<file path="src/mstrc_pkg.sv">
// Package for the minimum spanning tree unit with per-city root costs.
// Holds the item structs, the internal record types and the sequencer states.
// Depends on nothing.
`timescale 1ns / 1ps

package mstrc_pkg;

	localparam int COORD_W = 20;
	localparam int COST_W  = 30;
	localparam int RATE_W  = 30;
	localparam int DIST_W  = COORD_W + 1;
	localparam int RSUM_W  = RATE_W + 1;
	localparam int EDGE_W  = 52;
	localparam int TOTAL_W = 57;
	localparam int OIDX_W  = 6;
	localparam logic [TOTAL_W-1:0] TOTAL_MAX = {TOTAL_W{1'b1}};

	typedef struct packed {
		logic [COORD_W-1:0] x_coord;
		logic [COORD_W-1:0] y_coord;
		logic [COST_W-1:0]  station_cost;
		logic [RATE_W-1:0]  wire_rate;
		logic               last_city;
	} city_item_t;

	typedef struct packed {
		logic               is_station;
		logic [OIDX_W-1:0]  parent_city;
		logic [OIDX_W-1:0]  city_index;
		logic [EDGE_W-1:0]  edge_cost;
		logic [TOTAL_W-1:0] running_total;
		logic               last_result;
		logic               overflow;
	} link_item_t;

	// One stored city.
	typedef struct packed {
		logic [COORD_W-1:0] x;
		logic [COORD_W-1:0] y;
		logic [COST_W-1:0]  sc;
		logic [RATE_W-1:0]  rate;
	} city_rec_t;

	// Best known connection of an open city.
	typedef struct packed {
		logic [EDGE_W-1:0] cost;
		logic [OIDX_W-1:0] parent;
		logic              station;
	} best_rec_t;

	// One sweep element travelling through the cost unit.
	typedef struct packed {
		logic [OIDX_W-1:0] idx;
		logic [COST_W-1:0] sc;
		best_rec_t         best;
	} sweep_tag_t;

	typedef enum logic [2:0] {
		ST_LOAD,
		ST_SWEEP,
		ST_EMIT,
		ST_PICK_RD,
		ST_PICK_LAT
	} state_t;

endpackage

</file>
<file path="src/mstrc_cost_unit.sv">
// Shared wire cost unit: distance and rate sum, then one multiply.
// Two register stages; uses mstrc_pkg.
`timescale 1ns / 1ps

module mstrc_cost_unit
	import mstrc_pkg::*;
(
	input  logic              clk,
	input  logic              arst_n,
	input  logic              valid,
	input  city_rec_t         pick,
	input  city_rec_t         other,
	input  sweep_tag_t        tag,
	output logic              res_valid,
	output sweep_tag_t        res_tag,
	output logic [EDGE_W-1:0] wire_cost,
	output logic              busy
);

	logic [COORD_W-1:0] dx, dy;
	logic               v_s2, v_s3;
	logic [DIST_W-1:0]  dist_s2;
	logic [RSUM_W-1:0]  rsum_s2;
	sweep_tag_t         tag_s2, tag_s3;
	logic [EDGE_W-1:0]  wire_s3;

	// Absolute coordinate differences.
	always_comb begin
		dx = (pick.x > other.x) ? pick.x - other.x : other.x - pick.x;
		dy = (pick.y > other.y) ? pick.y - other.y : other.y - pick.y;
	end

	always_ff @(posedge clk or negedge arst_n) begin
		if (!arst_n) begin
			v_s2 <= 1'b0;
			v_s3 <= 1'b0;
		end else begin
			v_s2 <= valid;
			v_s3 <= v_s2;
		end
	end

	// Distance and rate sum, then the full-width product.
	always_ff @(posedge clk) begin
		dist_s2 <= {1'b0, dx} + {1'b0, dy};
		rsum_s2 <= {1'b0, pick.rate} + {1'b0, other.rate};
		tag_s2  <= tag;
		wire_s3 <= EDGE_W'(rsum_s2) * EDGE_W'(dist_s2);
		tag_s3  <= tag_s2;
	end

	assign res_valid = v_s3;
	assign res_tag   = tag_s3;
	assign wire_cost = wire_s3;
	assign busy      = v_s2 | v_s3;

endmodule

</file>
<file path="config.mk">
export PLATFORM = sky130hd
export DESIGN_NAME = mstrc_cost_unit
export DESIGN_NICKNAME = d
export VERILOG_FILES = /design/src/mstrc_pkg.sv /design/src/mstrc_cost_unit.sv
export SDC_FILE = /design/constraint.sdc
export NUM_CORES = 2
export LEC_CHECK = 0
export BUFFER_PORTS_ARGS = -buffer_cell sky130_fd_sc_hd__buf_2
export CAP_MARGIN = 40
export CELL_PAD_IN_SITES_DETAIL_PLACEMENT = 0
export CELL_PAD_IN_SITES_GLOBAL_PLACEMENT = 2
export CORE_ASPECT_RATIO = 0.9
export CORE_MARGIN = 4
export CORE_UTILIZATION = 37
export DETAILED_ROUTE_END_ITERATION = 6
export GPL_TIMING_DRIVEN = 0
export MAX_ROUTING_LAYER = met4
export PLACE_DENSITY_LB_ADDON = 0.05
export SETUP_SLACK_MARGIN = 0.05
export SLEW_MARGIN = 20
export SYNTH_ARGS = -nofsm -noshare
export SYNTH_HDL_FRONTEND = slang
export SYNTH_SLANG_ARGS = --single-unit
</file>
<file path="constraint.sdc">
create_clock -name clk -period 8.3 [get_ports clk]
set_clock_uncertainty 0.15 [all_clocks]
set_input_delay 0.83 -clock clk [delete_from_list [all_inputs] [get_ports clk]]
set_output_delay 0.83 -clock clk [all_outputs]
set_load 0.03 [all_outputs]
</file>
==> flow_summary.ini <==
[critical_path]
worstPathRequired_ns = 8.61
critPathMaxFanout = 10
r2r_slack_ns = 0.21
crit_chain = clkbuf_2, and2_1, fa_1, inv_1, fa_1, fa_1, inv_1, fa_1, fa_1, fa_1, fa_1, ha_2, nand4_1, a2111o_2, o41a_1, a221oi_4, nand3_1, o31ai_2, xor2_1
critical_path_class = flip-flop to flip-flop
critPathArrivalTime_ns = 8.39
cp_slowest_cell = fa_1
cp_common_cell = fa_1
slowest_delay_ns = 0.61
cp-end-kind = flip-flop
start_kind = flip-flop

[finish]
nets = 5128
area_growth_pct = 14.8
layout-drive-gt1-share = 0.145
seq_area_sq_mm = 0.00595
multi_input_comb_area_sq_mm = 0.0239
most-common-layout-cells = inv_1 (699), fa_1 (553), buf_2 (401), nand2_1 (373), and2_1 (358)
fin_area_sq_mm = 0.0379
n_fill_cell = 9008
layout_commonest_cell = inv_1
final_cells = 5178

[global_routing]
grt_pass1_vias = 26626
grt_max_degree = 16
antenna_found_initial = 12
track_usage = 0.245
grt_pass1_wl_um = 167000
overflow = 0

[timing]
post-route-min-period_ns = 8.09
slew_headroom = 0.380
setup_violations = 0
rsz0062_at_grt = false
hold_viol_final = 0
hold_slack_ns = 0.156
worstMarginPinSlew_ns = 0.929
timing.final.max_slew_violations = 0
fmax_ghz = 0.124
period_share = 0.974
setup_tns_ns = 0

[synth]
syn_area_sq_mm = 0.0330
syn-instance-count = 3550
ys.flop_type = dfxtp_1
synth_area_per_cell_sq_um = 9.31
synth_edf_count = 0
synthTopCellsByArea = fa_1 (34%), dfxtp_1 (18%), ha_1 (11%), inv_1 (7.9%), and2_1 (6.8%)
synth-seq-cells = 296
synth_fp_nets = 4692
async_reset_ff_frac = 0.00676
ys_warn_count = 0
seq_area_frac_synth = 0.180
synth_top_area_frac = 0.336
yosysTopAreaCell = fa_1
ys_types = 73

[placement]
gp_congestion = 0.937
numPlacedInstances = 5104
portBuffers = 386
post-dp-hpwl_um = 93800
placed_area_sq_mm = 0.0366

[die]
core_area_sq_mm = 0.0881
boundaryPins = 447
die_w_um = 323
fp.dieH_um = 292
initial_utilization = 0.375
placementRows = 103
die-area_sq_mm = 0.0942

[outcome]
outcome = complete, no violations

[cts]
clkSinkCount = 296
clkLatencyLatePin_ns = 0.58
path_clk_slew_ns = 0.06
cts_tree = yes
clockBufferDepth = 3
h-tree-depth = 2
cts_buffers = 34
post_cts_buffers = 0
cts_root_buffer = clkbuf_16

[drt]
drt-wirelength-per-cell_um = 21.2
ant_nets = 0
totalWireLength_um = 110000
vias = 25000
drtIter0Drc = 1411
vias_per_cell = 4.83
route.detailed.drc = 0
first_pass_iters = 5

[worst_hold_path]
hold_class = flip-flop to flip-flop

[job]
drv_cap = 0
[registers in the layout (all words and copies together), names as in the netlist]
| name | cells |
|---|---|
| rsum_s2 | 31 |
| v_s2 | 1 |
| tag_s2 | 95 |
| dist_s2 | 21 |
| res_tag | 95 |
| res_valid | 1 |
| wire_cost | 52 |
[cells by family after synthesis]
group / after synthesis / share of synthesized area
AND/OR/NAND/NOR: 920 / 0.141
AO/OA/AOI/OAI: 468 / 0.0939
XOR/XNOR: 132 / 0.0350
buffers and inverters: 873 / 0.0995
flip-flops: 296 / 0.180
multiplexers: 17 / 0.00526
adder cells (fa/ha/maj): 844 / 0.445
[Yosys cell counts (56+ instances only)]
| master | instances |
|---|---|
| a21o_1 | 112 |
| a21oi_1 | 143 |
| and2_1 | 358 |
| clkbuf_1 | 165 |
| dfxtp_1 | 294 |
| fa_1 | 554 |
| ha_1 | 290 |
| inv_1 | 699 |
| nand2_1 | 373 |
| nor2_1 | 56 |
| o21ai_0 | 63 |
| xnor2_1 | 92 |
[path summary, 6_finish.rpt]
path	from	cells past startpoint	endpoint
max	rsum_s2[15]	19	wire_cost[49]
min	tag_s2[72]	0	res_tag[72]
max reg2reg	rsum_s2[15]	19	wire_cost[49]
min reg2reg	tag_s2[72]	0	res_tag[72]
max in group asynchronous	arst_n	2	res_valid
min in group asynchronous	arst_n	2	v_s2
[layout make-up]
type	instances	area share
Clock buffer	44	0.0248
Tap cell	1155	0.0381
Sequential cell	296	0.157
Clock inverter	17	0.00495
Timing Repair Buffer	401	0.0554
Inverter	699	0.0692
Multi-Input combinational cell	2381	0.629
Buffer	173	0.0208
Antenna cell	12	0.000792
[repair_timing]
| item | CTS | global route |
|---|---|---|
| endpoints found under the setup margin | 10 | 12 |
| hold buffers | 1 | 0 |
| hold endpoints to repair | 2 | 0 |
| resized for setup | 41 | 122 |
| pin swaps | 0 | 2 |
[metrics by stage]
step                 util  setup WS, ns
floorplan               -          1.40
finish              0.430         0.213
global route        0.430        0.0499
CTS                 0.429        0.0653
detailed placement  0.415        -0.324
global placement    0.413        -0.736
[routing by layer]
layer  vias to the layer above  GRT usage  wire length, um
met5                         -          -                0
met2                       656      0.378            49700
li1                      11792          -                -
met4                         0     0.0514             2260
met1                     12468      0.341            51000
met3                        84     0.0432             6810
[worst max-delay path, delay by kind of cell (launching register included)]
kind / cells / cell delay, ns
AO/OA/AOI/OAI: 4 / 1.69
XOR/XNOR: 1 / 0.24
adder cells (fa/ha/maj): 8 / 4.00
buffers and inverters: 3 / 0.55
flip-flops: 1 / 0.51
AND/OR/NAND/NOR: 3 / 0.82
Power is left out: the tool's default activity adds up to more than one toggle a clock period on the data nets, which glitch-free logic cannot reach.
